==> config.mk <==
export PLATFORM = sky130hd
export DESIGN_NAME = sst_ram
export DESIGN_NICKNAME = d
export VERILOG_FILES = /design/src/sst_ram.sv
export SDC_FILE = /design/constraint.sdc
export NUM_CORES = 1
export LEC_CHECK = 0
export BUFFER_PORTS_ARGS = -buffer_cell sky130_fd_sc_hd__buf_2
export CORE_UTILIZATION = 48
export DETAILED_ROUTE_END_ITERATION = 8
export GPL_TIMING_DRIVEN = 0
export PLACE_DENSITY_LB_ADDON = 0.05
export SETUP_SLACK_MARGIN = 0.2
export SLEW_MARGIN = 15
export SYNTH_ARGS = -nofsm -noshare
export SYNTH_HDL_FRONTEND = slang
export SYNTH_SLANG_ARGS = --single-unit
==> constraint.sdc <==
create_clock -name clk_i -period 5.6 [get_ports clk_i]
set_clock_uncertainty 0.1 [all_clocks]
set_input_delay 1.12 -clock clk_i [delete_from_list [all_inputs] [get_ports clk_i]]
set_output_delay 1.12 -clock clk_i [all_outputs]
set_load 0.01 [all_outputs]
==> src/sst_ram.sv <==
`timescale 1ns / 1ps

module sst_ram #(
  parameter int unsigned WIDTH = 8,
  parameter int unsigned DEPTH = 32
) (
  input  logic                                   clk_i,
  input  logic                                   wr_en_i,
  input  logic [(DEPTH > 1 ? $clog2(DEPTH) : 1)-1:0] wr_addr_i,
  input  logic [WIDTH-1:0]                       wr_data_i,
  input  logic                                   rd_en_i,
  input  logic [(DEPTH > 1 ? $clog2(DEPTH) : 1)-1:0] rd_addr_i,
  output logic [WIDTH-1:0]                       rd_data_o
);

  logic [WIDTH-1:0] mem [DEPTH];

  // Write port
  always_ff @(posedge clk_i) begin
    if (wr_en_i) begin
      mem[wr_addr_i] <= wr_data_i;
    end
  end

  // Registered read port
  always_ff @(posedge clk_i) begin
    if (rd_en_i) begin
      rd_data_o <= mem[rd_addr_i];
    end
  end

endmodule

==> flow_summary.yaml, run 1 <==
finish:
  antenna_cells: 0
  utilization_pct: 55.6
  nets: 490
  area_delta_synth_final_pct: 12.4
  stdcell_area_mm2: 0.0114
  drive_gt1_share_pct: 32.0
  layoutNonFillerInstCount: 755
clocking:
  post_cts_resized: 0
  cts_tree: "yes"
  insertion_delay_ns: 0.52
  cts_buffers: 27
  ctsHoldBuffers: 0
  cts_buffer_depth: 3
  htreeDepth: 1
  postCtsSetupBuffers: 0
  cts_sinks: 264
  path_clk_slew_ns: 0.06
  root_buffer: "clkbuf_16"
pwr:
  combPwrFrac_pct: 5.2
  power.share.clock_pct: 40.6
  power.switching_uw: 813
  swShare_pct: 20.0
  p_int_uw: 3260
  power.total_uw: 4080
  seqPwrFrac_pct: 54.3
  powerDensity_mw_per_mm2: 358
  leakagePower_uw: 0.00351
  ir_worst_vdd_mv: 0.259
grt:
  grt_max_degree: 33
  grt_use_met3_pct: 3.66
  antenna_found_initial: 0
  grt_first_pass_wirelength_mm: 30.0
  grt_usage_pct: 19.9
  grtUsageMet2_pct: 29.2
  top_usage_layer: "met1"
  grt_pass1_vias: 4577
  grt_overflow: 0
  met1_usage_pct: 30.8
placed_design:
  portBuffers: 23
  place_hpwl_mm: 13.0
  dpl_cell_area_mm2: 0.0106
  dp.cells: 710
  finalWeightedCongestion: 0.802
yosys:
  syn_area_mm2: 0.0101
  syn_avg_cell_area_um2: 24.3
  synth_nets: 438
  synth_warnings: 0
  synth_cell_types: 14
  ys_seq_elements: 264
  synthCells: 417
  synth-seq-area-share_pct: 78.2
run_status:
  outcome: "completed"
timing:
  fin_crit_ns: 3.45
  rsz0062_at_grt: "no"
  maxSlewViolCount: 0
  setup_violations: 0
  slew_headroom_pct: 40.7
  max_freq_ghz: 0.290
  setup_tns_ns: 0
  fin_crit_sh_pct: 61.6
  tightest_slew_ns: 0.887
  finalHoldViolCount: 0
route:
  vias: 4436
  firstDrtPassIters: 7
  drc: 0
  drtIter0Drc: 393
  drt-wirelength-per-cell_um: 27.3
  via_per_inst: 5.88
  wirelength_mm: 20.6
  antenna_left: 0
flow_run:
  maxCapViolations: 0
critical_path:
  cp-end-kind: "flip-flop"
  slowest_delay_ns: 0.72
  crit_path_frequent_cell: "mux4_2"
  crit_family: "multiplexers"
  crit_buf_inv: 2
  crit_path_cell_trace: "clkbuf_1, buf_1, mux4_2, mux4_2, mux2_2"
  required_ns: 5.76
  path_max_fanout: 10
  cp-start-kind: "primary input"
  critPathArrivalTime_ns: 3.61
  worstSetupPathType: "in -> reg"
  crit_slowest_cell: "buf_1"
die:
  core_area_mm2: 0.0205
  start_util_pct: 49.4
  die_h_um: 147
  die_x_um: 147
  die_area_mm2: 0.0217
  row_count: 52
  io_pins: 29
worst_hold_path:
  holdCritPathClass: "in -> reg"
## registers in the layout, indices dropped and copies added, names as in the netlist
| signal | flops |
|---|---|
| mem | 256 |
| rd_data_o | 8 |
## synth_stat cells
library cell    n  share of area, %
or3_1           1             0.062
buf_1           6              0.22
or3b_2          3              0.26
nand3b_1        5              0.37
nor2_1         33               1.2
buf_4           6              0.44
buf_2           1             0.049
buf_6           1              0.11
clkbuf_1        6              0.22
mux4_2         80                18
nand3_1         2             0.099
mux2_2          8              0.89
nand2_1         1             0.037
edfxtp_1      264                78
## path summary, 6_finish.rpt
check / startpoint / to / slack [ns] / cells after the start
min reg2reg: mem[28][5] / rd_data_o[5] / 0.90 / 3
max reg2reg: mem[23][2] / rd_data_o[2] / 3.52 / 3
max: rd_addr_i[2] / rd_data_o[2] / 2.15 / 5
min: rd_en_i / rd_data_o[5] / 0.85 / 1
## power groups by stage
stage / Clock [uW] / Sequential, uW / Combinational (uW)
after floorplan: 0 / 2260 / 117
after global placement: 0 / 2250 / 208
after detailed placement: 0 / 2250 / 213
after CTS: 1680 / 2210 / 214
after global routing: 1760 / 2210 / 225
final: 1650 / 2210 / 211
## placed cells by master (no fill, tap or decap), drive strengths merged
| cell | Yosys | final |
|---|---|---|
| edfxtp | 264 | 264 |
| mux4 | 80 | 80 |
| clkbuf | 6 | 41 |
| buf | 14 | 37 |
| nor2 | 33 | 33 |
| mux2 | 8 | 8 |
| clkinv | 0 | 8 |
| nand3b | 5 | 5 |
| or3b | 3 | 3 |
| nand3 | 2 | 2 |
| bufinv | 0 | 2 |
| nand2 | 1 | 1 |
| or3 | 1 | 1 |
## cell families after synthesis
| group | Yosys count | share of synthesized area, % |
|---|---|---|
| buffers and inverters | 20 | 1.05 |
| flip-flops | 264 | 78.2 |
| multiplexers | 88 | 18.7 |
| AND/OR/NAND/NOR | 45 | 2.05 |
## layout make-up
class / count / area (um2)
fillers: 1559 / 9110
flip-flops and latches: 264 / 7930
multi-input cells: 133 / 2100
clock buffers: 35 / 706
well taps: 270 / 338
repair buffers: 23 / 115
plain buffers: 20 / 106
clock inverters: 10 / 95.1
## metrics by stage
stage / hold WS [ns] / worst slack [ns]
4_1_cts: 0.829 / 2.14
5_1_grt: 0.841 / 2.09
6_report: 0.846 / 2.15
3_5_place_dp: 0.897 / 1.60
2_1_floorplan: 0.841 / 2.44
3_3_place_gp: 0.892 / 1.63
## per-layer routing
layer / vias up / wire length, um
li1: 1886 / -
met1: 2378 / 9660
met2: 145 / 9360
met3: 27 / 1240
met4: 0 / 380
met5: - / 0
Note: power is estimated with default switching activity, not from simulation.
==> run 2: changes to the inputs <==
Settings changed: ABC_AREA set to 1.
Clock period 5.6 ns to 2.9 ns, I/O delays scaled along.
==> run 2 against run 1 <==
Net effect:
- the run now ends with design-rule violations left
- area after synthesis grew 7.2%
- largest cell class unchanged
- non-clock buffer count is 34 higher
- wire length rose by 35%
- worst setup slack lost 1.3 ns
- critical path depth grew 5
- power up 97%
- count of clock-buffer cells in the layout grew 2
- hold slack lost 0.56 ns
- synthesized cell count up 120%
- sequential power increased by 93%
- critical endpoint is now rd_data_o[7]
==> flow_summary.yaml, run 2 <==
worst_hold_path:
  min_from: "rd_en_i"
  holdPathEnd: "rd_data_o[5]"
  min_path_cells: 1
  holdCritPathClass: "in -> reg"
critical_path:
  path_max_fanout: 10
  regToRegEndpoint: "rd_data_o[5]"
  cp-start-kind: "primary input"
  required_ns: 3.06
  worstSetupPathType: "in -> reg"
  critPathArrivalTime_ns: 2.23
  rrSetupSlack_ns: 1.40
  r2r_start: "mem[5][5]"
  ff2ff_path_depth: 8
  cp-end-kind: "flip-flop"
yosys:
  ys_seq_elements: 264
  synth_nets: 943
  async_flop_share_pct: 0
  yosys.area.top_type: "edfxtp_1"
  synth_warnings: 0
  ys_top_cells_by_area: "edfxtp_1 (73%), nand2_1 (12%), nand3_1 (9.4%)"
  synth_cell_types: 11
  syn_avg_cell_area_um2: 11.8
  synthCells: 922
  synth_ff_type: "edfxtp_1"
  yosysMostFrequentCell: "nand2_1"
  synth_commonest_cells: "nand2_1 (360), edfxtp_1 (264), nand3_1 (204), nor2_1 (32), buf_6 (24)"
  synth-edff-count: 264
  synth-seq-area-share_pct: 73.0
  synth.top_cell.area_share_pct: 73.0
  syn_area_mm2: 0.0109
pwr:
  ir_worst_vdd_mv: 0.521
  leakagePower_uw: 0.00451
  powerDensity_mw_per_mm2: 662
  power.total_uw: 8050
timing:
  fin_crit_sh_pct: 71.4
  rsz0062_at_grt: "no"
  finalHoldViolCount: 0
  setup_violations: 0
  tightest_slew_ns: 0.973
  hold_ws_ns: 0.288
  maxSlewViolCount: 0
  fin_crit_ns: 2.07
  max_freq_ghz: 0.483
  setup_tns_ns: 0
  slew_headroom_pct: 34.9
finish:
  fillerInstances: 1948
  top_register: "mem"
  drive_gt1_share_pct: 10.6
  final_cell_mix: "nand2_1 (360), edfxtp_1 (264), nand3_1 (204), buf_2 (40), nor2_1 (32)"
  stdcell_area_mm2: 0.0122
  top_regs: "mem x256, rd_data_o x8"
  area_delta_synth_final_pct: 12.0
  final_common_cell: "nand2_1"
  antenna_cells: 0
  nets: 998
  largest_reg_flops: 256
route:
  drt-wirelength-per-cell_um: 21.8
  drtIter0Drc: 600
  drc: 1
  wirelength_mm: 27.9
  vias: 6975
  via_per_inst: 5.46
  firstDrtPassIters: 9
  antenna_left: 0
grt:
  grt_overflow: 0
  grt_usage_pct: 24.8
  antenna_found_initial: 0
  grt_max_degree: 33
  grt_first_pass_wirelength_mm: 41.7
  grt_pass1_vias: 6763
clocking:
  ctsHoldBuffers: 0
  cts_sinks: 264
  cts_buffer_depth: 3
  path_clk_slew_ns: 0.06
  cts_buffers: 28
  insertion_delay_ns: 0.54
  postCtsSetupBuffers: 0
  cts_tree: "yes"
  root_buffer: "clkbuf_16"
  htreeDepth: 1
  post_cts_resized: 0
die:
  die_h_um: 152
  row_count: 54
  core_area_mm2: 0.0220
  die_area_mm2: 0.0232
  die_x_um: 152
  start_util_pct: 49.3
  io_pins: 29
placed_design:
  portBuffers: 25
  dpl_cell_area_mm2: 0.0113
  place_hpwl_mm: 18.1
  finalWeightedCongestion: 0.956
run_status:
  violations: "design-rule violations"
  outcome: "finished, violations left"
flow_run:
  maxCapViolations: 0
run 2: cell count changes after synthesis, sizes merged, moves of 3 or more:
cell	before	now
nand2	1	360
nand3	2	204
mux4	80	0
buf	14	45
inv	0	10
mux2	8	0
nand3b	5	0
or3b	3	0
run 2: routing by layer:
metal  wire [um]  part of all wire, %  vias to the layer above  GRT usage, %
met5           0                    0                        -             0
met1       12800                   46                     3363          36.5
met3        1890                  6.8                       55          4.29
met4         782                  2.8                        0          8.08
li1            -                    -                     3323             -
met2       12500                   45                      234          37.7
run 2: power breakdown:
group / switching, uW / internal, uW / leakage [uW]
combinational: 407 / 154 / 0.00173
clock: 1400 / 1820 / 0.000394
sequential: 10.9 / 4260 / 0.00239
total: 1820 / 6230 / 0.00451
run 2: cell families after synthesis:
logic type	Yosys count	synth area share (%)
flip-flops	264	73.0
AND/OR/NAND/NOR	596	22.9
buffers and inverters	62	4.11
run 2: final cells by class:
type	instances	area [um2]	area share (%)
sequential	264	7930	65.2
buffer	52	409	3.36
multi-input combinational	596	2490	20.5
clock buffer	37	756	6.21
timing repair buffer	25	125	1.03
tap	280	350	2.88
clock inverter	14	68.8	0.566
inverter	10	37.5	0.309
run 2: worst max-delay path by stage:
stage / start / to / slack [ns] / depth (start not counted)
final: rd_addr_i[1] / rd_data_o[7] / 0.83 / 10
after global routing: rd_addr_i[1] / rd_data_o[0] / 0.73 / 10
after CTS: rd_addr_i[1] / rd_data_o[7] / 0.89 / 10
after detailed placement: rd_addr_i[1] / rd_data_o[7] / 0.33 / 10
after floorplan: wr_addr_i[0] / mem[0][0] / 1.19 / 3
after global placement: rd_addr_i[1] / rd_data_o[7] / 0.32 / 10
run 2: per-stage QoR:
step / util, % / cells / worst slack, ns
6_report: 55.2 / 1278 / 0.830
2_1_floorplan: - / 922 / 1.19
4_1_cts: 55.2 / 1278 / 0.891
3_5_place_dp: 51.5 / 1227 / 0.331
3_3_place_gp: 51.5 / 1227 / 0.321
5_1_grt: 55.2 / 1278 / 0.730
run 2: critical path, cell delays in order:
cell and delay, ns:
buf_2 0.12, inv_2 0.22, buf_1 0.57, nand3_1 0.23, nand3_1 0.17, nand2_1 0.08, nand2_1 0.06, nand2_1 0.05
nand2_1 0.05, nand2_1 0.09
