`src/sst_pkg.sv`:
```
`timescale 1ns / 1ps

package sst_pkg;

  // Field widths fixed by the item format
  localparam int unsigned ADDR_W      = 48;
  localparam int unsigned SIG_W       = 8;
  localparam int unsigned TS_W        = 64;
  localparam int unsigned COUNT_W     = 6;
  localparam int unsigned TIMEOUT_W   = 32;
  localparam int unsigned MS_W        = 10;
  localparam int unsigned MAX_AGE_W   = TIMEOUT_W + MS_W;
  localparam int unsigned CFG_IDX_W   = 2;
  localparam int unsigned CFG_DATA_W  = 32;

  localparam logic [MS_W-1:0]    MS_PER_SECOND = MS_W'(1000);
  localparam logic [COUNT_W-1:0] COUNT_MAX     = '1;

  // Operation codes
  typedef enum logic [1:0] {
    OP_UPDATE = 2'd0,
    OP_DELETE = 2'd1,
    OP_FIND   = 2'd2,
    OP_PRUNE  = 2'd3
  } op_e;

  // Result status codes
  typedef enum logic [1:0] {
    STAT_DONE     = 2'd0,
    STAT_DISABLED = 2'd1,
    STAT_FULL     = 2'd2
  } status_e;

  // Configuration register indexes
  localparam logic [CFG_IDX_W-1:0] CFG_TABLE_ENABLE = CFG_IDX_W'(0);
  localparam logic [CFG_IDX_W-1:0] CFG_TIMEOUT      = CFG_IDX_W'(1);

  // Sequencer states
  typedef enum logic [2:0] {
    FSM_CLEAR,
    FSM_IDLE,
    FSM_SCAN,
    FSM_ACT,
    FSM_RESP
  } fsm_e;

  typedef struct packed {
    op_e                     operation;
    logic [ADDR_W-1:0]       station_address;
    logic signed [SIG_W-1:0] signal_dbm;
    logic [TS_W-1:0]         now_ms;
  } sst_in_t;

  typedef struct packed {
    logic                    found;
    logic signed [SIG_W-1:0] stored_signal;
    logic [TS_W-1:0]         stored_timestamp;
    status_e                 status;
    logic [COUNT_W-1:0]      removed_count;
  } sst_out_t;

  // One table record as held in memory
  typedef struct packed {
    logic                    valid;
    logic [ADDR_W-1:0]       address;
    logic signed [SIG_W-1:0] signal;
    logic [TS_W-1:0]         timestamp;
  } sst_entry_t;

  localparam int unsigned ENTRY_W = $bits(sst_entry_t);

  // Settings seen by the sequencer
  typedef struct packed {
    logic                 enable;
    logic                 prune_on;
    logic [MAX_AGE_W-1:0] max_age;
  } sst_cfg_t;

endpackage

```
`src/sst_cfg.sv`:
```
`timescale 1ns / 1ps

module sst_cfg (
  input  logic                           clk_i,
  input  logic                           rst_ni,
  input  logic                           cfg_valid_i,
  output logic                           cfg_ready_o,
  input  logic [sst_pkg::CFG_IDX_W-1:0]  cfg_index_i,
  input  logic [sst_pkg::CFG_DATA_W-1:0] cfg_data_i,
  output sst_pkg::sst_cfg_t              cfg_o
);

  logic                              enable_q;
  logic [sst_pkg::TIMEOUT_W-1:0]     timeout_q;
  logic [sst_pkg::MAX_AGE_W-1:0]     max_age_q;
  logic [sst_pkg::MAX_AGE_W-1:0]     max_age_d;

  assign cfg_ready_o = 1'b1;

  // Register writes; unknown indexes are dropped
  always_ff @(posedge clk_i or negedge rst_ni) begin
    if (!rst_ni) begin
      enable_q  <= 1'b1;
      timeout_q <= '0;
    end else if (cfg_valid_i) begin
      case (cfg_index_i)
        sst_pkg::CFG_TABLE_ENABLE: enable_q  <= cfg_data_i[0];
        sst_pkg::CFG_TIMEOUT:      timeout_q <= cfg_data_i[sst_pkg::TIMEOUT_W-1:0];
        default: ;
      endcase
    end
  end

  // Age limit in ms, registered after the multiply
  assign max_age_d = sst_pkg::MAX_AGE_W'(timeout_q) *
                     sst_pkg::MAX_AGE_W'(sst_pkg::MS_PER_SECOND);

  always_ff @(posedge clk_i or negedge rst_ni) begin
    if (!rst_ni) begin
      max_age_q <= '0;
    end else begin
      max_age_q <= max_age_d;
    end
  end

  assign cfg_o.enable   = enable_q;
  assign cfg_o.prune_on = (timeout_q != '0);
  assign cfg_o.max_age  = max_age_q;

endmodule

```
`config.mk`:
```
export PLATFORM = sky130hd
export DESIGN_NAME = sst_cfg
export DESIGN_NICKNAME = d
export VERILOG_FILES = /design/src/sst_pkg.sv /design/src/sst_cfg.sv
export SDC_FILE = /design/constraint.sdc
export NUM_CORES = 1
export LEC_CHECK = 0
export BUFFER_PORTS_ARGS = -buffer_cell sky130_fd_sc_hd__buf_2
export CORE_MARGIN = 4
export CORE_UTILIZATION = 40
export CTS_CLUSTER_SIZE = 8
export DETAILED_ROUTE_END_ITERATION = 8
export PLACE_DENSITY_LB_ADDON = 0.3
export SYNTH_ARGS = -nofsm -noshare
export SYNTH_HDL_FRONTEND = slang
export SYNTH_SLANG_ARGS = --single-unit
```
`constraint.sdc`:
```
create_clock -name clk_i -period 4.1 [get_ports clk_i]
set_input_delay 0.615 -clock clk_i [delete_from_list [all_inputs] [get_ports clk_i]]
set_output_delay 0.615 -clock clk_i [all_outputs]
set_load 0.03 [all_outputs]
```
==> results of run 1 <==
-- flip-flops by register name, indices dropped and copies added, names as in the netlist --
| signal | count |
|---|---|
| timeout_q | 32 |
| enable_q | 1 |
| max_age_q | 39 |
-- layout make-up --
cell class	count	area, um2
clock buffer	9	225
clock inverter	7	61.3
fill	1645	8330
inverter	173	664
multi-input combinational	495	6260
sequential	72	1800
tap	265	332
timing repair buffer	268	1910
-- worst max path at each step --
stage                              from       endpoint  slack (ps)
final                      timeout_q[0]  max_age_q[37]        -320
after floorplan           timeout_q[16]  max_age_q[38]        -140
after global placement    timeout_q[12]  max_age_q[38]        -360
after CTS                 timeout_q[12]  max_age_q[38]        -320
after detailed placement  timeout_q[12]  max_age_q[38]        -360
after global routing       timeout_q[0]  max_age_q[37]        -460
-- stage by stage --
stage | setup TNS [ps] | instances | cell area, um2 | hold slack, ps
3_3_place_gp | -3070 | 1234 | 9910 | 534
5_1_grt | -7050 | 1289 | 11300 | 478
6_report | -3380 | 1289 | 11300 | 408
2_1_floorplan | -247 | 759 | 8150 | 319
3_5_place_dp | -4250 | 1234 | 9910 | 558
4_1_cts | -2850 | 1272 | 10800 | 447
-- repair_timing --
action,4_1_cts,5_1_grt
pin swaps,99,88
buffers inserted,23,18
resized for setup,94,66
cloned,0,0
endpoints found under the setup margin,25,26
hold buffers,0,0
-- Yosys cell counts (2+ instances only) --
master and count:
a211oi_1 7, a21o_1 10, a21oi_1 35, a31oi_1 4
buf_4 5, clkbuf_1 12, conb_1 2, dfrtp_1 71
fa_1 118, ha_1 101, inv_1 173, mux2_2 33
nand2_1 27, nand2b_1 3, nand3_1 7, nand3b_1 3
nand4_1 18, nor2_1 22, nor2b_1 4, nor3_1 5
nor3b_1 2, o211ai_1 6, o21a_1 6, o21ai_0 20
o21bai_1 3, or4_1 3, xnor2_1 24, xor2_1 10
-- cell families after synthesis --
group | after synthesis | synth area share
adders and majority gates | 219 | 0.453
muxes | 33 | 0.0464
AOI/OAI and AO/OA | 106 | 0.0829
DFF | 72 | 0.225
xor gates and xnor gates | 34 | 0.0372
other | 2 | 0.000938
buffers and inverters | 192 | 0.0925
and+or+nand+nor | 99 | 0.0623
-- per-layer routing --
metal / wire [um] / vias to the layer above / global-route usage / share of wire
met5: 0 / - / 0 / 0
met4: 180 / 0 / 0.0380 / 0.0091
met3: 629 / 15 / 0.0306 / 0.032
met2: 10800 / 92 / 0.344 / 0.55
met1: 8190 / 3035 / 0.230 / 0.41
li1: - / 2946 / - / -
==> results.md, run 1 <==
- Worst path depth: 15
- Routed wire length: 19,800 um
- Final Max Slew Viols: 0
- Largest net degree at the start of global routing: 73
- Total global-route track usage: 0.186
- Chip Width: 150 um
- Most used DFF post-synth: dfrtp_1
- FF-to-FF setup slack: -320 ps
- EDFF count, synth: 0
- Top cells by area, synth: fa_1, dfrtp_1, ha_1
- # rows: 51
- Average wire per standard cell: 15.4 um
- Crit. End Element: flop
- Syn_area_per_cell: 10.6 um2
- N_diodes: 0
- Most frequent cells in the layout: buf_4, inv_1, fa_1, ha_1, buf_2
- Initial antenna violation count: 0
- Status: finished with violations
- Cell taking the most area after synthesis: fa_1
- Clock Sinks: 72
- Reg2reg path depth: 15
- Setup ws final: -318 ps
- Setup violators final: 20
- Worst R2R Start: timeout_q[0]
- Worst EP required: 4360 ps
- First-pass DRT Iterations: 4
- Maximum buffer depth of the clock tree: 2
- Number of max-cap violations: 0
- Final Hold Vio Count: 0
- Top delay family on crit path: adder cells
- Yosys top cell area share: 0.295
- Tmin final: 4420 ps
- Fmax: 0.226 GHz
- CTS buffer count: 9
- # H-tree levels: 3
- Worst Hold Class: in -> async
- Die height: 150 um
- Worst-path clk slew: 70 ps
- Fin Clk Skew: 6.99 ps
- Vias: 6,088
- Boundary Pins: 82
- Final period utilization: 1.08
- Skew-Pair Late Insertion Delay: 350 ps
- CP max stage cell: fa_1
- Share of cells above drive strength 1: 0.451
- GRT Residual Overflow: 0
- Cell area after synthesis: 8010 um2
- Critical path launch point type: flop
- Most frequent CP cell: fa_1
- Core ar.: 19,600 um2
- CTS root buf: clkbuf_16
- Avg Vias per Cell: 4.72
- Post-DP HPWL: 15,800 um
- Commonest non-fill, non-tap cell in the layout: buf_4
- RePlAce Congestion: 0.861
- Slew headroom: 0.373
- Post-route core utilization: 0.575
- Cells after Synth: 757
- P&R area growth vs syn: 40.6%
- Slowest Stage Delay on Critical Path: 540 ps
- Final #Nets: 1,275
- Failing checks: negative setup slack
- Synth async-reset ratio: 1.00
- R2r endpoint: max_age_q[37]
- Worst Path Max Fanout: 3
- Port buffer count: 77
- Number of synthesized register bits: 72
- Data arrival, critical path: 4680 ps
- Critical-path cell list: fa_1, fa_1, inv_1, fa_1, fa_1, inv_2, ha_4, o21ai_2, o211ai_1, a211oi_2, nand3b_1, o22ai_4, buf_12, o21ai_2, xnor2_1
- TritonCTS clock tree: built
- Vias in the first global route: 6,780
- Yosys cell types: 51
- Detail Route Antenna Nets: 0
- Worst path bufs/invs: 3
- WS Path Type: reg -> reg
- Worst slack, placed: -363 ps
- Global-route wire length before repair: 33,100 um
- Register area share after synthesis: 0.225
- Die Area: 22,400 um2
- Initial Util: 0.409
- RSZ-0062 raised after global routing: true
- DR iter-0 viols: 202
- Number of remaining DRC errors: 0
- Worst-margin pin slew: 941 ps
- Synth warn: 0
Power of run 1 is not shown: default switching activity piles up to over one toggle a cycle in this logic, so the estimate is an artifact.
==> run 2: changes to the inputs <==
--- a/config.mk
+++ b/config.mk
@@ -5,6 +5,7 @@
 export SDC_FILE = /design/constraint.sdc
 export NUM_CORES = 1
 export LEC_CHECK = 0
+export ABC_AREA = 1
 export BUFFER_PORTS_ARGS = -buffer_cell sky130_fd_sc_hd__buf_2
 export CORE_MARGIN = 4
 export CORE_UTILIZATION = 40
==> results.md, run 2 <==
- Maximum buffer depth of the clock tree: 2 (unchanged)
- Skew-Pair Late Insertion Delay: 350 ps (about the same)
- Boundary Pins: 82 (unchanged)
- Worst EP required: 4340 ps (-20 ps)
- Post-Layout Inst Area: 10,500 um2 (-6.6%)
- Top cells by area, synth: fa_1, dfrtp_1, ha_1
- Most frequent cells in the layout: inv_1, nand2_1, fa_1, buf_4, ha_1
- Chip Width: 154 um (+2.9%)
- Die height: 154 um (+2.9%)
- Worst Path Max Fanout: 4 (+1)
- Grt peak-use layer: met2
- Adder-Cell Fraction of Synth Area: 0.426 (-0.0262)
- Count leader, synth: inv_1
- Slew headroom: 0.366 (-0.00658)
- Crit. End Element: flop
- Final Hold Vio Count: 0 (unchanged)
- CTS buffer count: 9 (unchanged)
- Mux contribution to synthesized area: 0 (-0.0464)
- Commonest non-fill, non-tap cell in the layout: inv_1
- Synth Area in Simple Gates: 0.159 (+0.0970)
- DR iter-0 viols: 293 (+45%)
- Post-synthesis compound-gate area fraction: 0.0571 (-0.0259)
- RePlAce Congestion: 0.893 (+3.8%)
- Port buffer count: 77 (unchanged)
- Initial antenna violation count: 1 (+1)
- Average wire per standard cell: 14.2 um (-7.8%)
- Number of max-cap violations: 0 (unchanged)
- Placed Area: 9720 um2 (-2.0%)
- Yosys cell types: 29 (-43%)
- Cells after Synth: 1,003 (+32%)
- Grt met3 use: 0.0225 (-0.00807)
- Number of synthesized register bits: 72 (unchanged)
- P&R area growth vs syn: 23.8%
- Data arrival, critical path: 4160 ps (-520 ps)
- Initial Util: 0.406 (-0.00311)
- RSZ-0062 raised after global routing: true
- Number of remaining DRC errors: 0 (unchanged)
- Global-route wire length before repair: 34,600 um (+4.6%)
- Status: completed
- Routed wire length: 20,500 um (+3.6%)
- Yosys top cell area share: 0.278 (-0.0171)
- Cell area after synthesis: 8500 um2 (+6.2%)
- FF-to-FF setup slack: 180 ps (+500 ps)
- Synth async-reset ratio: 1.00 (unchanged)
- Vias in the first global route: 7,111 (+4.9%)
- Synth cell count leaders: inv_1, nand2_1, fa_1, ha_1, nor2_1
- GRT Residual Overflow: 0 (unchanged)
- Largest net degree at the start of global routing: 73 (unchanged)
- Die Area: 23,700 um2 (+5.8%)
- Biggest regs: max_age_q x39, timeout_q x32, enable_q x1
- Worst Hold Class: in -> async
- Critical path launch point type: flop
- Fmax: 0.255 GHz (+13%)
- Avg Vias per Cell: 4.57 (-3.3%)
- EDFF count, synth: 0 (unchanged)
- N_diodes: 0 (unchanged)
- Synth warn: 0 (unchanged)
- Core ar.: 21,000 um2 (+7.0%)
- # H-tree levels: 3 (unchanged)
- Most used DFF post-synth: dfrtp_1
- Cell taking the most area after synthesis: fa_1
- Share of cells above drive strength 1: 0.270 (-0.181)
- Final period utilization: 0.957 (-0.121)
- Post-DP HPWL: 17,200 um (+8.9%)
- Final #Nets: 1,424 (+12%)
- WS Path Type: reg -> reg
- # rows: 53 (+3.9%)
- Register with the most flip-flops: max_age_q
- Final Max Slew Viols: 0 (unchanged)
- TritonCTS clock tree: built
- Vias: 6,614 (+8.6%)
- Max reg flops: 39 (unchanged)
- Hold_buf cts: 0 (unchanged)
- Met1 Resource Use GR: 0.257 (+0.0271)
- Tmin final: 3920 ps (-497 ps)
- Clock Sinks: 72 (unchanged)
- Total global-route track usage: 0.182 (-0.00463)
- Worst-path clk slew: 70 ps (about the same)
- Main combinational cell family by area after synthesis: adder cells
- Syn_area_per_cell: 8.48 um2 (-20%)
- Fin Clk Skew: 10.7 ps (+3.72 ps)
- CTS root buf: clkbuf_16
- Register area share after synthesis: 0.212 (-0.0130)
- Worst-margin pin slew: 951 ps (+9.86 ps)
- GRT met2 Usage: 0.297 (-0.0470)
- XOR/XNOR share of the synthesized area: 0.0206 (-0.0166)
- First-pass DRT Iterations: 4 (unchanged)
- Setup violators final: 0 (-100%)
- Detail Route Antenna Nets: 0 (unchanged)
run 2: stage by stage:
stage	hold WS, ps	worst slack, ps	instances	utilization	TNS, ps
6_report	417	178	1448	0.502	0
5_1_grt	443	-28.4	1448	0.502	-102
4_1_cts	425	3.79	1433	0.478	0
3_5_place_dp	515	-82.4	1417	0.464	-334
3_3_place_gp	510	-67.1	1417	0.464	-210
2_1_floorplan	319	294	1005	-	0
run 2: per-layer routing:
metal | wire length, um | share of wire
met5 | 0 | 0
met4 | 357 | 0.017
met3 | 859 | 0.042
met2 | 9740 | 0.47
met1 | 9590 | 0.47
run 2: worst paths after layout:
kind	from	to	cells after the start
max	timeout_q[25]	max_age_q[37]	16
min	rst_ni	max_age_q[4]	1
max reg2reg	timeout_q[25]	max_age_q[37]	16
min reg2reg	enable_q	enable_q	2
max in group asynchronous	rst_ni	timeout_q[26]	1
min in group clk_i	cfg_valid_i	enable_q	2
run 2: critical path, cell delays in order (launching register included):
cell     delay, ps
dfrtp_1        390
buf_4          150
fa_1           560
fa_1           440
fa_1           510
inv_1           50
fa_1           470
inv_1           40
ha_1           300
buf_4          160
nand2_2         90
nor2_2         160
nand2_1        100
nor3_2         140
nand2_2        100
nand3_1         70
nand2_1         70
run 2: cell families after synthesis:
family / after synthesis
fa+ha+maj: 219
flops: 72
buf+inv: 274
compound gates: 95
simple gates: 321
other cells: 2
xor+xnor: 20
run 2: final cells by class:
class	count	area, um2
fill	2029	10400
multi-input combinational	659	6020
sequential	72	1800
timing repair buffer	164	1040
inverter	262	1010
tap	275	344
clock buffer	9	225
clock inverter	7	77.6
run 2: timing repair:
item | 4_1_cts | 5_1_grt
resized for setup | 5 | 127
setup endpoints to repair | 15 | 26
pin swaps | 0 | 23
setup buffers | 0 | 15
Power of run 2 is left out for the same reason.
