--- src/sst_pkg.sv ---
`timescale 1ns / 1ps

package sst_pkg;

  // Field widths fixed by the item format
  localparam int unsigned ADDR_W      = 48;
  localparam int unsigned SIG_W       = 8;
  localparam int unsigned TS_W        = 64;
  localparam int unsigned COUNT_W     = 6;
  localparam int unsigned TIMEOUT_W   = 32;
  localparam int unsigned MS_W        = 10;
  localparam int unsigned MAX_AGE_W   = TIMEOUT_W + MS_W;
  localparam int unsigned CFG_IDX_W   = 2;
  localparam int unsigned CFG_DATA_W  = 32;

  localparam logic [MS_W-1:0]    MS_PER_SECOND = MS_W'(1000);
  localparam logic [COUNT_W-1:0] COUNT_MAX     = '1;

  // Operation codes
  typedef enum logic [1:0] {
    OP_UPDATE = 2'd0,
    OP_DELETE = 2'd1,
    OP_FIND   = 2'd2,
    OP_PRUNE  = 2'd3
  } op_e;

  // Result status codes
  typedef enum logic [1:0] {
    STAT_DONE     = 2'd0,
    STAT_DISABLED = 2'd1,
    STAT_FULL     = 2'd2
  } status_e;

  // Configuration register indexes
  localparam logic [CFG_IDX_W-1:0] CFG_TABLE_ENABLE = CFG_IDX_W'(0);
  localparam logic [CFG_IDX_W-1:0] CFG_TIMEOUT      = CFG_IDX_W'(1);

  // Sequencer states
  typedef enum logic [2:0] {
    FSM_CLEAR,
    FSM_IDLE,
    FSM_SCAN,
    FSM_ACT,
    FSM_RESP
  } fsm_e;

  typedef struct packed {
    op_e                     operation;
    logic [ADDR_W-1:0]       station_address;
    logic signed [SIG_W-1:0] signal_dbm;
    logic [TS_W-1:0]         now_ms;
  } sst_in_t;

  typedef struct packed {
    logic                    found;
    logic signed [SIG_W-1:0] stored_signal;
    logic [TS_W-1:0]         stored_timestamp;
    status_e                 status;
    logic [COUNT_W-1:0]      removed_count;
  } sst_out_t;

  // One table record as held in memory
  typedef struct packed {
    logic                    valid;
    logic [ADDR_W-1:0]       address;
    logic signed [SIG_W-1:0] signal;
    logic [TS_W-1:0]         timestamp;
  } sst_entry_t;

  localparam int unsigned ENTRY_W = $bits(sst_entry_t);

  // Settings seen by the sequencer
  typedef struct packed {
    logic                 enable;
    logic                 prune_on;
    logic [MAX_AGE_W-1:0] max_age;
  } sst_cfg_t;

endpackage

--- src/sst_engine.sv ---
`timescale 1ns / 1ps

module sst_engine #(
  parameter int unsigned TABLE_ENTRIES = 32
) (
  input  logic                   clk_i,
  input  logic                   rst_ni,
  input  sst_pkg::sst_cfg_t      cfg_i,
  input  logic                   in_valid_i,
  output logic                   in_ready_o,
  input  sst_pkg::sst_in_t       in_data_i,
  output logic                   out_valid_o,
  input  logic                   out_ready_i,
  output sst_pkg::sst_out_t      out_data_o,
  output logic                   rd_en_o,
  output logic [(TABLE_ENTRIES > 1 ? $clog2(TABLE_ENTRIES) : 1)-1:0] rd_addr_o,
  input  logic [sst_pkg::ENTRY_W-1:0] rd_data_i,
  output logic                   wr_en_o,
  output logic [(TABLE_ENTRIES > 1 ? $clog2(TABLE_ENTRIES) : 1)-1:0] wr_addr_o,
  output logic [sst_pkg::ENTRY_W-1:0] wr_data_o
);

  localparam int unsigned AW    = (TABLE_ENTRIES > 1) ? $clog2(TABLE_ENTRIES) : 1;
  localparam int unsigned CNT_W = AW + 1;
  localparam logic [CNT_W-1:0] CNT_END  = CNT_W'(TABLE_ENTRIES);
  localparam logic [CNT_W-1:0] CNT_LAST = CNT_W'(TABLE_ENTRIES - 1);

  sst_pkg::fsm_e state_q, state_d;

  sst_pkg::sst_in_t        req_q, req_d;
  logic [CNT_W-1:0]        cnt_q, cnt_d;
  logic                    cmp_vld_q, cmp_vld_d;
  logic [AW-1:0]           cmp_idx_q, cmp_idx_d;
  logic                    hit_q, hit_d;
  logic [AW-1:0]           hit_idx_q, hit_idx_d;
  logic signed [sst_pkg::SIG_W-1:0] hit_sig_q, hit_sig_d;
  logic [sst_pkg::TS_W-1:0] hit_ts_q, hit_ts_d;
  logic                    free_q, free_d;
  logic [AW-1:0]           free_idx_q, free_idx_d;
  logic [sst_pkg::COUNT_W-1:0] rem_q, rem_d;
  sst_pkg::sst_out_t       res_q, res_d;
  sst_pkg::sst_out_t       out_q, out_d;
  logic                    out_vld_q, out_vld_d;

  sst_pkg::sst_entry_t     ent;
  sst_pkg::sst_entry_t     wr_ent;
  logic [sst_pkg::TS_W-1:0] age;
  logic                    stale;
  logic                    out_free;

  assign ent      = sst_pkg::sst_entry_t'(rd_data_i);
  assign age      = req_q.now_ms - ent.timestamp;
  assign stale    = ent.valid && cfg_i.prune_on &&
                    (age > sst_pkg::TS_W'(cfg_i.max_age));
  assign out_free = !out_vld_q || out_ready_i;

  // Next state
  always_comb begin
    state_d = state_q;
    case (state_q)
      sst_pkg::FSM_CLEAR: if (cnt_q == CNT_LAST) state_d = sst_pkg::FSM_IDLE;
      sst_pkg::FSM_IDLE:  if (in_valid_i) state_d = sst_pkg::FSM_SCAN;
      sst_pkg::FSM_SCAN:  if (cnt_q == CNT_END) state_d = sst_pkg::FSM_ACT;
      sst_pkg::FSM_ACT:   state_d = sst_pkg::FSM_RESP;
      sst_pkg::FSM_RESP:  if (out_free) state_d = sst_pkg::FSM_IDLE;
      default:            state_d = sst_pkg::FSM_CLEAR;
    endcase
  end

  // Memory control and datapath
  always_comb begin
    req_d      = req_q;
    cnt_d      = cnt_q;
    cmp_vld_d  = 1'b0;
    cmp_idx_d  = cmp_idx_q;
    hit_d      = hit_q;
    hit_idx_d  = hit_idx_q;
    hit_sig_d  = hit_sig_q;
    hit_ts_d   = hit_ts_q;
    free_d     = free_q;
    free_idx_d = free_idx_q;
    rem_d      = rem_q;
    res_d      = res_q;
    out_d      = out_q;
    out_vld_d  = out_vld_q && !out_ready_i;
    in_ready_o = 1'b0;
    rd_en_o    = 1'b0;
    rd_addr_o  = cnt_q[AW-1:0];
    wr_en_o    = 1'b0;
    wr_addr_o  = cmp_idx_q;
    wr_ent     = '0;

    case (state_q)
      // Sweep zero records through the table after reset
      sst_pkg::FSM_CLEAR: begin
        wr_en_o   = 1'b1;
        wr_addr_o = cnt_q[AW-1:0];
        cnt_d     = cnt_q + CNT_W'(1);
      end

      sst_pkg::FSM_IDLE: begin
        in_ready_o = 1'b1;
        if (in_valid_i) begin
          req_d  = in_data_i;
          cnt_d  = '0;
          hit_d  = 1'b0;
          free_d = 1'b0;
          rem_d  = '0;
        end
      end

      // Read one record a cycle, check the previous one
      sst_pkg::FSM_SCAN: begin
        if (cnt_q != CNT_END) begin
          rd_en_o   = 1'b1;
          cnt_d     = cnt_q + CNT_W'(1);
          cmp_vld_d = 1'b1;
          cmp_idx_d = cnt_q[AW-1:0];
        end
        if (cmp_vld_q) begin
          if (ent.valid && (ent.address == req_q.station_address) && !hit_q) begin
            hit_d     = 1'b1;
            hit_idx_d = cmp_idx_q;
            hit_sig_d = ent.signal;
            hit_ts_d  = ent.timestamp;
          end
          if (!ent.valid && !free_q) begin
            free_d     = 1'b1;
            free_idx_d = cmp_idx_q;
          end
          // Age out: write back with valid cleared
          if ((req_q.operation == sst_pkg::OP_PRUNE) && stale) begin
            wr_en_o      = 1'b1;
            wr_addr_o    = cmp_idx_q;
            wr_ent       = ent;
            wr_ent.valid = 1'b0;
            if (rem_q != sst_pkg::COUNT_MAX) begin
              rem_d = rem_q + sst_pkg::COUNT_W'(1);
            end
          end
        end
      end

      // Apply the operation and form the result
      sst_pkg::FSM_ACT: begin
        res_d.found            = hit_q;
        res_d.stored_signal    = '0;
        res_d.stored_timestamp = '0;
        res_d.status           = sst_pkg::STAT_DONE;
        res_d.removed_count    = '0;
        wr_ent.valid     = 1'b1;
        wr_ent.address   = req_q.station_address;
        wr_ent.signal    = req_q.signal_dbm;
        wr_ent.timestamp = req_q.now_ms;
        case (req_q.operation)
          sst_pkg::OP_UPDATE: begin
            if (!cfg_i.enable) begin
              res_d.status = sst_pkg::STAT_DISABLED;
              if (hit_q) begin
                res_d.stored_signal    = hit_sig_q;
                res_d.stored_timestamp = hit_ts_q;
              end
            end else if (hit_q) begin
              if ((hit_sig_q == '0) || (req_q.signal_dbm >= hit_sig_q)) begin
                wr_en_o                = 1'b1;
                wr_addr_o              = hit_idx_q;
                res_d.stored_signal    = req_q.signal_dbm;
                res_d.stored_timestamp = req_q.now_ms;
              end else begin
                res_d.stored_signal    = hit_sig_q;
                res_d.stored_timestamp = hit_ts_q;
              end
            end else if (free_q) begin
              wr_en_o                = 1'b1;
              wr_addr_o              = free_idx_q;
              res_d.stored_signal    = req_q.signal_dbm;
              res_d.stored_timestamp = req_q.now_ms;
            end else begin
              res_d.status = sst_pkg::STAT_FULL;
            end
          end
          sst_pkg::OP_DELETE: begin
            if (hit_q) begin
              wr_en_o             = 1'b1;
              wr_addr_o           = hit_idx_q;
              wr_ent.valid        = 1'b0;
              res_d.removed_count = sst_pkg::COUNT_W'(1);
            end
          end
          sst_pkg::OP_FIND: begin
            if (hit_q) begin
              res_d.stored_signal    = hit_sig_q;
              res_d.stored_timestamp = hit_ts_q;
            end
          end
          sst_pkg::OP_PRUNE: begin
            res_d.found         = 1'b0;
            res_d.removed_count = rem_q;
          end
          default: ;
        endcase
      end

      // Hand the result to the output register once it is free
      sst_pkg::FSM_RESP: begin
        if (out_free) begin
          out_d     = res_q;
          out_vld_d = 1'b1;
        end
      end

      default: ;
    endcase
  end

  assign wr_data_o   = wr_ent;
  assign out_valid_o = out_vld_q;
  assign out_data_o  = out_q;

  // Control registers
  always_ff @(posedge clk_i or negedge rst_ni) begin
    if (!rst_ni) begin
      state_q   <= sst_pkg::FSM_CLEAR;
      cnt_q     <= '0;
      cmp_vld_q <= 1'b0;
      hit_q     <= 1'b0;
      free_q    <= 1'b0;
      rem_q     <= '0;
      out_vld_q <= 1'b0;
    end else begin
      state_q   <= state_d;
      cnt_q     <= cnt_d;
      cmp_vld_q <= cmp_vld_d;
      hit_q     <= hit_d;
      free_q    <= free_d;
      rem_q     <= rem_d;
      out_vld_q <= out_vld_d;
    end
  end

  // Payload registers
  always_ff @(posedge clk_i) begin
    req_q      <= req_d;
    cmp_idx_q  <= cmp_idx_d;
    hit_idx_q  <= hit_idx_d;
    hit_sig_q  <= hit_sig_d;
    hit_ts_q   <= hit_ts_d;
    free_idx_q <= free_idx_d;
    res_q      <= res_d;
    out_q      <= out_d;
  end

endmodule

--- config.mk ---
export PLATFORM = sky130hd
export DESIGN_NAME = sst_engine
export DESIGN_NICKNAME = d
export VERILOG_FILES = /design/src/sst_pkg.sv /design/src/sst_engine.sv
export SDC_FILE = /design/constraint.sdc
export NUM_CORES = 1
export LEC_CHECK = 0
export BUFFER_PORTS_ARGS = -buffer_cell sky130_fd_sc_hd__buf_2
export CAP_MARGIN = 30
export CORE_ASPECT_RATIO = 0.6
export CORE_MARGIN = 3
export CORE_UTILIZATION = 46
export CTS_BUF_LIST = sky130_fd_sc_hd__clkbuf_16
export CTS_CLUSTER_SIZE = 8
export DETAILED_ROUTE_END_ITERATION = 10
export PLACE_DENSITY_LB_ADDON = 0.25
export SKIP_LAST_GASP = 1
export SYNTH_ARGS = -nofsm -noshare
export SYNTH_HDL_FRONTEND = slang
export SYNTH_SLANG_ARGS = --single-unit
--- constraint.sdc ---
create_clock -name clk_i -period 9.8 [get_ports clk_i]
set_input_delay 0.49 -clock clk_i [delete_from_list [all_inputs] [get_ports clk_i]]
set_output_delay 0.49 -clock clk_i [all_outputs]
set_load 0.005 [all_outputs]
==> results.json <==
{
  "hold_viol_final": 0,
  "slew_viol_final": 0,
  "timing.final.crit_share": 0.792,
  "yosysUniqueCellTypes": 70,
  "initial_antenna_violation_count": 11,
  "largest_net_degree_at_the_start_of_global_routing": 101,
  "synth_area_leaders": "sky130_fd_sc_hd__edfxtp_1 (53%), sky130_fd_sc_hd__a22o_1 (7.7%), sky130_fd_sc_hd__ha_1 (6.9%)",
  "aggregate_global_routing_overflow": 0,
  "synth_edf_count": 371,
  "cts_buffers": 54,
  "r2r_start": "req_q[4]$_DFFE_PP_",
  "cpPeakStageDelay_ps": 490,
  "drc_violation_count_after_routing": 0,
  "register_area_share_after_synthesis": 0.554,
  "ys_seq_elements": 390,
  "r2r_cells": 22,
  "htree_levels": 2,
  "fillCellCount": 3780,
  "netlist_instances": 1820,
  "timing.setup.tns_ps": 0,
  "worst_path_required_ps": 9310,
  "status": "finished, final reports clean",
  "layout-area-overhead-vs-synth_pct": 21.7,
  "critical-path-slowest-cell": "sky130_fd_sc_hd__edfxtp_1",
  "clock_tree_from_tritoncts": "built",
  "rrSetupSlack_ps": 3070,
  "power.sequential.fraction": 0.446,
  "cts.path.max_buffers": 3,
  "place_ws_ps": 2680,
  "synth_most_common_cell": "sky130_fd_sc_hd__edfxtp_1",
  "p_sw_mw": 1.29,
  "final_period_minus_worst_setup_slack_ps": 7760,
  "fin_ws_ps": 2040,
  "grt_setup_unrepaired": "no",
  "tightest_slew_ps": 1030,
  "placed_area_um2": 24000,
  "max_cap_check_violation_count": 0,
  "synth_net_count": 2228,
  "detailedRoute.firstIterationViolations": 1496,
  "finish.utilization": 0.578,
  "worstSetupStartpoint": "req_q[4]$_DFFE_PP_",
  "placement_rows": 59,
  "synth_top_cell_by_area": "sky130_fd_sc_hd__edfxtp_1",
  "coreArea_um2": 44100,
  "die_w_um": 282,
  "die_area_um2": 48200,
  "netSwitchingFraction": 0.284,
  "grtUsageTotal": 0.277,
  "power_frac_clock": 0.364,
  "final_layout_size_suffix_gt1_frac": 0.259,
  "grt_pass1_vias": 16800,
  "layout.nets": 2722,
  "io_pins": 507,
  "fmaxAchievable_mhz": 129,
  "synth_top_area_share": 0.532,
  "yosys-top-cells-count": "sky130_fd_sc_hd__edfxtp_1 (371), sky130_fd_sc_hd__a22o_1 (184), sky130_fd_sc_hd__inv_1 (148)",
  "clock_sink_count": 390,
  "worstHoldPathType": "input pin to flip-flop",
  "critical_path.endpoint_type": "primary output",
  "path_class": "flip-flop to primary output",
  "final.hold.worst_slack_ps": 71.3,
  "worst_min_delay_path_endpoint": "req_q[30]$_DFFE_PP_",
  "slew_headroom": 0.307,
  "synth.yosys.warnings": 0,
  "clock-root-buffer": "sky130_fd_sc_hd__clkbuf_16",
  "drt_pass1_iterations": 5,
  "power.density_cell_area_nw_per_um2": 178,
  "num_vias": 17300,
  "antenna_left": 0,
  "comb_power_share": 0.189,
  "final_area_um2": 25500,
  "holdPathStages": 1,
  "reg2reg_to": "rem_q[4]$_DFFE_PN0P_",
  "first_pass_grt_wire_length_mm": 101,
  "setup_viol": 0,
  "crit_path_cell_trace": "ha_1 > and2_1 > a221o_1 > o21ai_1 > nand2_1 > a21o_1 > nand2b_1 > a21oi_1 > xnor2_1 > ha_1 > nand3_1 > nor3_1 > and3_1 > a31o_2 > o211ai_1 > or4_1 > a211oi_1 > o2111ai_1 > nor4_1 > a21oi_4 > buf_4 > a22o_1 > buf_2",
  "input_output_buffers": 506,
  "max-vdd-ir-drop_mv": 0.157,
  "worst_hold_startpoint": "in_data_i[30]",
  "floorplan.initialDensity": 0.475,
  "critPathTopFamily": "simple AND/OR/NAND/NOR gates",
  "cp.arrival_ps": 7270,
  "detail_route.vias_per_cell": 5.92,
  "synth_area_per_inst_um2": 11.5,
  "hpwl_mm": 52.6,
  "routabilityCongestion": 1.02,
  "crit_path_start_kind": "flip-flop",
  "worst_skew_pair.late_latency_ps": 590,
  "ffs_w_async_s_r_synth": 0.0487,
  "internal_power_mw": 3.26,
  "critical_path.max_fanout": 77,
  "cp_num_buf_inv": 2,
  "cp_dominant_cell_by_count": "sky130_fd_sc_hd__ha_1",
  "postCtsSetupRepairBufs": 0,
  "clock-skew-final_ps": 29.5,
  "postSynth.topFlopCell": "sky130_fd_sc_hd__edfxtp_1",
  "worst_setup_hold_path_clk_slew_ps": 50,
  "syn-cell-area_um2": 21000,
  "total_leakage_power_nw": 10.8,
  "wl_per_cell_um": 23.7,
  "detail_route.wirelength_mm": 69.1,
  "die_y_um": 171
}
## how the worst max path moves through the flow
stage	to	slack (ps)	cells past startpoint
after global placement	wr_data_o[72]	2870	25
final	wr_data_o[119]	2040	23
after global routing	wr_en_o	1700	24
after detailed placement	wr_en_o	2680	26
after CTS	wr_en_o	2200	24
after floorplan	hit_idx_q[0]$_DFFE_PP_	240	6
## through the flow
step	instances	total power, mW
after floorplan	1820	2.57
after global placement	2833	2.89
after detailed placement	2835	2.90
after CTS	2906	4.57
after global routing	2914	4.76
final	2915	4.55
## timing repair
item | 4_1_cts | 5_1_grt
hold endpoints to repair | 19 | 0
resized for setup | 0 | 0
hold buffers | 1 | 0
## routing by layer
metal  GRT usage  part of all wire
met5           0           0.00061
met4      0.0708             0.023
met3      0.0746             0.097
met2       0.396              0.42
met1       0.416              0.46
## power groups by stage
stage | logic, mW | clock network [mW] | registers, mW
after floorplan | 0.547 | 0 | 2.02
after global placement | 0.830 | 0 | 2.06
after detailed placement | 0.843 | 0 | 2.06
after CTS | 0.850 | 1.69 | 2.03
after global routing | 0.951 | 1.76 | 2.04
final | 0.861 | 1.66 | 2.03
## sequential cells by signal, indices dropped and copies added (netlist names)
| register | cells |
|---|---|
| req_q | 122 |
| out_data_o | 81 |
| res_q | 81 |
| hit_ts_q | 64 |
| hit_sig_q | 8 |
| cnt_q | 6 |
| rem_q | 6 |
| cmp_idx_q | 5 |
| free_idx_q | 5 |
| hit_idx_q | 5 |
| state_q | 3 |
| cmp_vld_q | 1 |
| free_q | 1 |
| hit_q | 1 |
| out_valid_o | 1 |
## final cells by class
type	instances	area, µm²	area share
flip-flops and latches	390	11600	0.455
multi-input cells	1198	8420	0.330
repair buffers	522	2690	0.106
clock buffers	54	1350	0.0530
well taps	579	724	0.0284
inverters	148	566	0.0222
clock inverters	16	108	0.00422
diodes	8	20.0	0.000785
## cell usage in the layout, fill, tap and decap left out, types with 15 or more instances in the layout
cell / count
sky130_fd_sc_hd__edfxtp_1: 371
sky130_fd_sc_hd__dfrtp_1: 19
sky130_fd_sc_hd__nor4_1: 17
sky130_fd_sc_hd__inv_1: 158
sky130_fd_sc_hd__nand4_1: 42
sky130_fd_sc_hd__nand3_1: 21
sky130_fd_sc_hd__xnor2_1: 53
sky130_fd_sc_hd__o21ai_1: 17
sky130_fd_sc_hd__ha_1: 116
sky130_fd_sc_hd__nor2b_1: 15
sky130_fd_sc_hd__xor2_1: 34
sky130_fd_sc_hd__clkbuf_16: 54
sky130_fd_sc_hd__nand2_1: 129
sky130_fd_sc_hd__nor2_1: 101
sky130_fd_sc_hd__a21oi_1: 131
sky130_fd_sc_hd__a22o_1: 184
sky130_fd_sc_hd__nor3_1: 26
sky130_fd_sc_hd__a21o_1: 25
sky130_fd_sc_hd__o21ai_0: 79
sky130_fd_sc_hd__buf_2: 507
sky130_fd_sc_hd__and3_1: 16
## kinds of logic (layout without fill, tap and decap cells)
| family | count (synthesis) | after routing | synth area share |
|---|---|---|---|
| adders and majority gates | 117 | 117 | 0.0702 |
| muxes | 20 | 20 | 0.0100 |
| buffers and inverters | 232 | 740 | 0.0459 |
| and+or+nand+nor | 408 | 408 | 0.0934 |
| other | 0 | 8 | 0 |
| DFF | 390 | 390 | 0.554 |
| AOI/OAI and AO/OA | 566 | 566 | 0.190 |
| xor gates and xnor gates | 87 | 87 | 0.0364 |
Note: power is estimated with default switching activity, not from simulation.
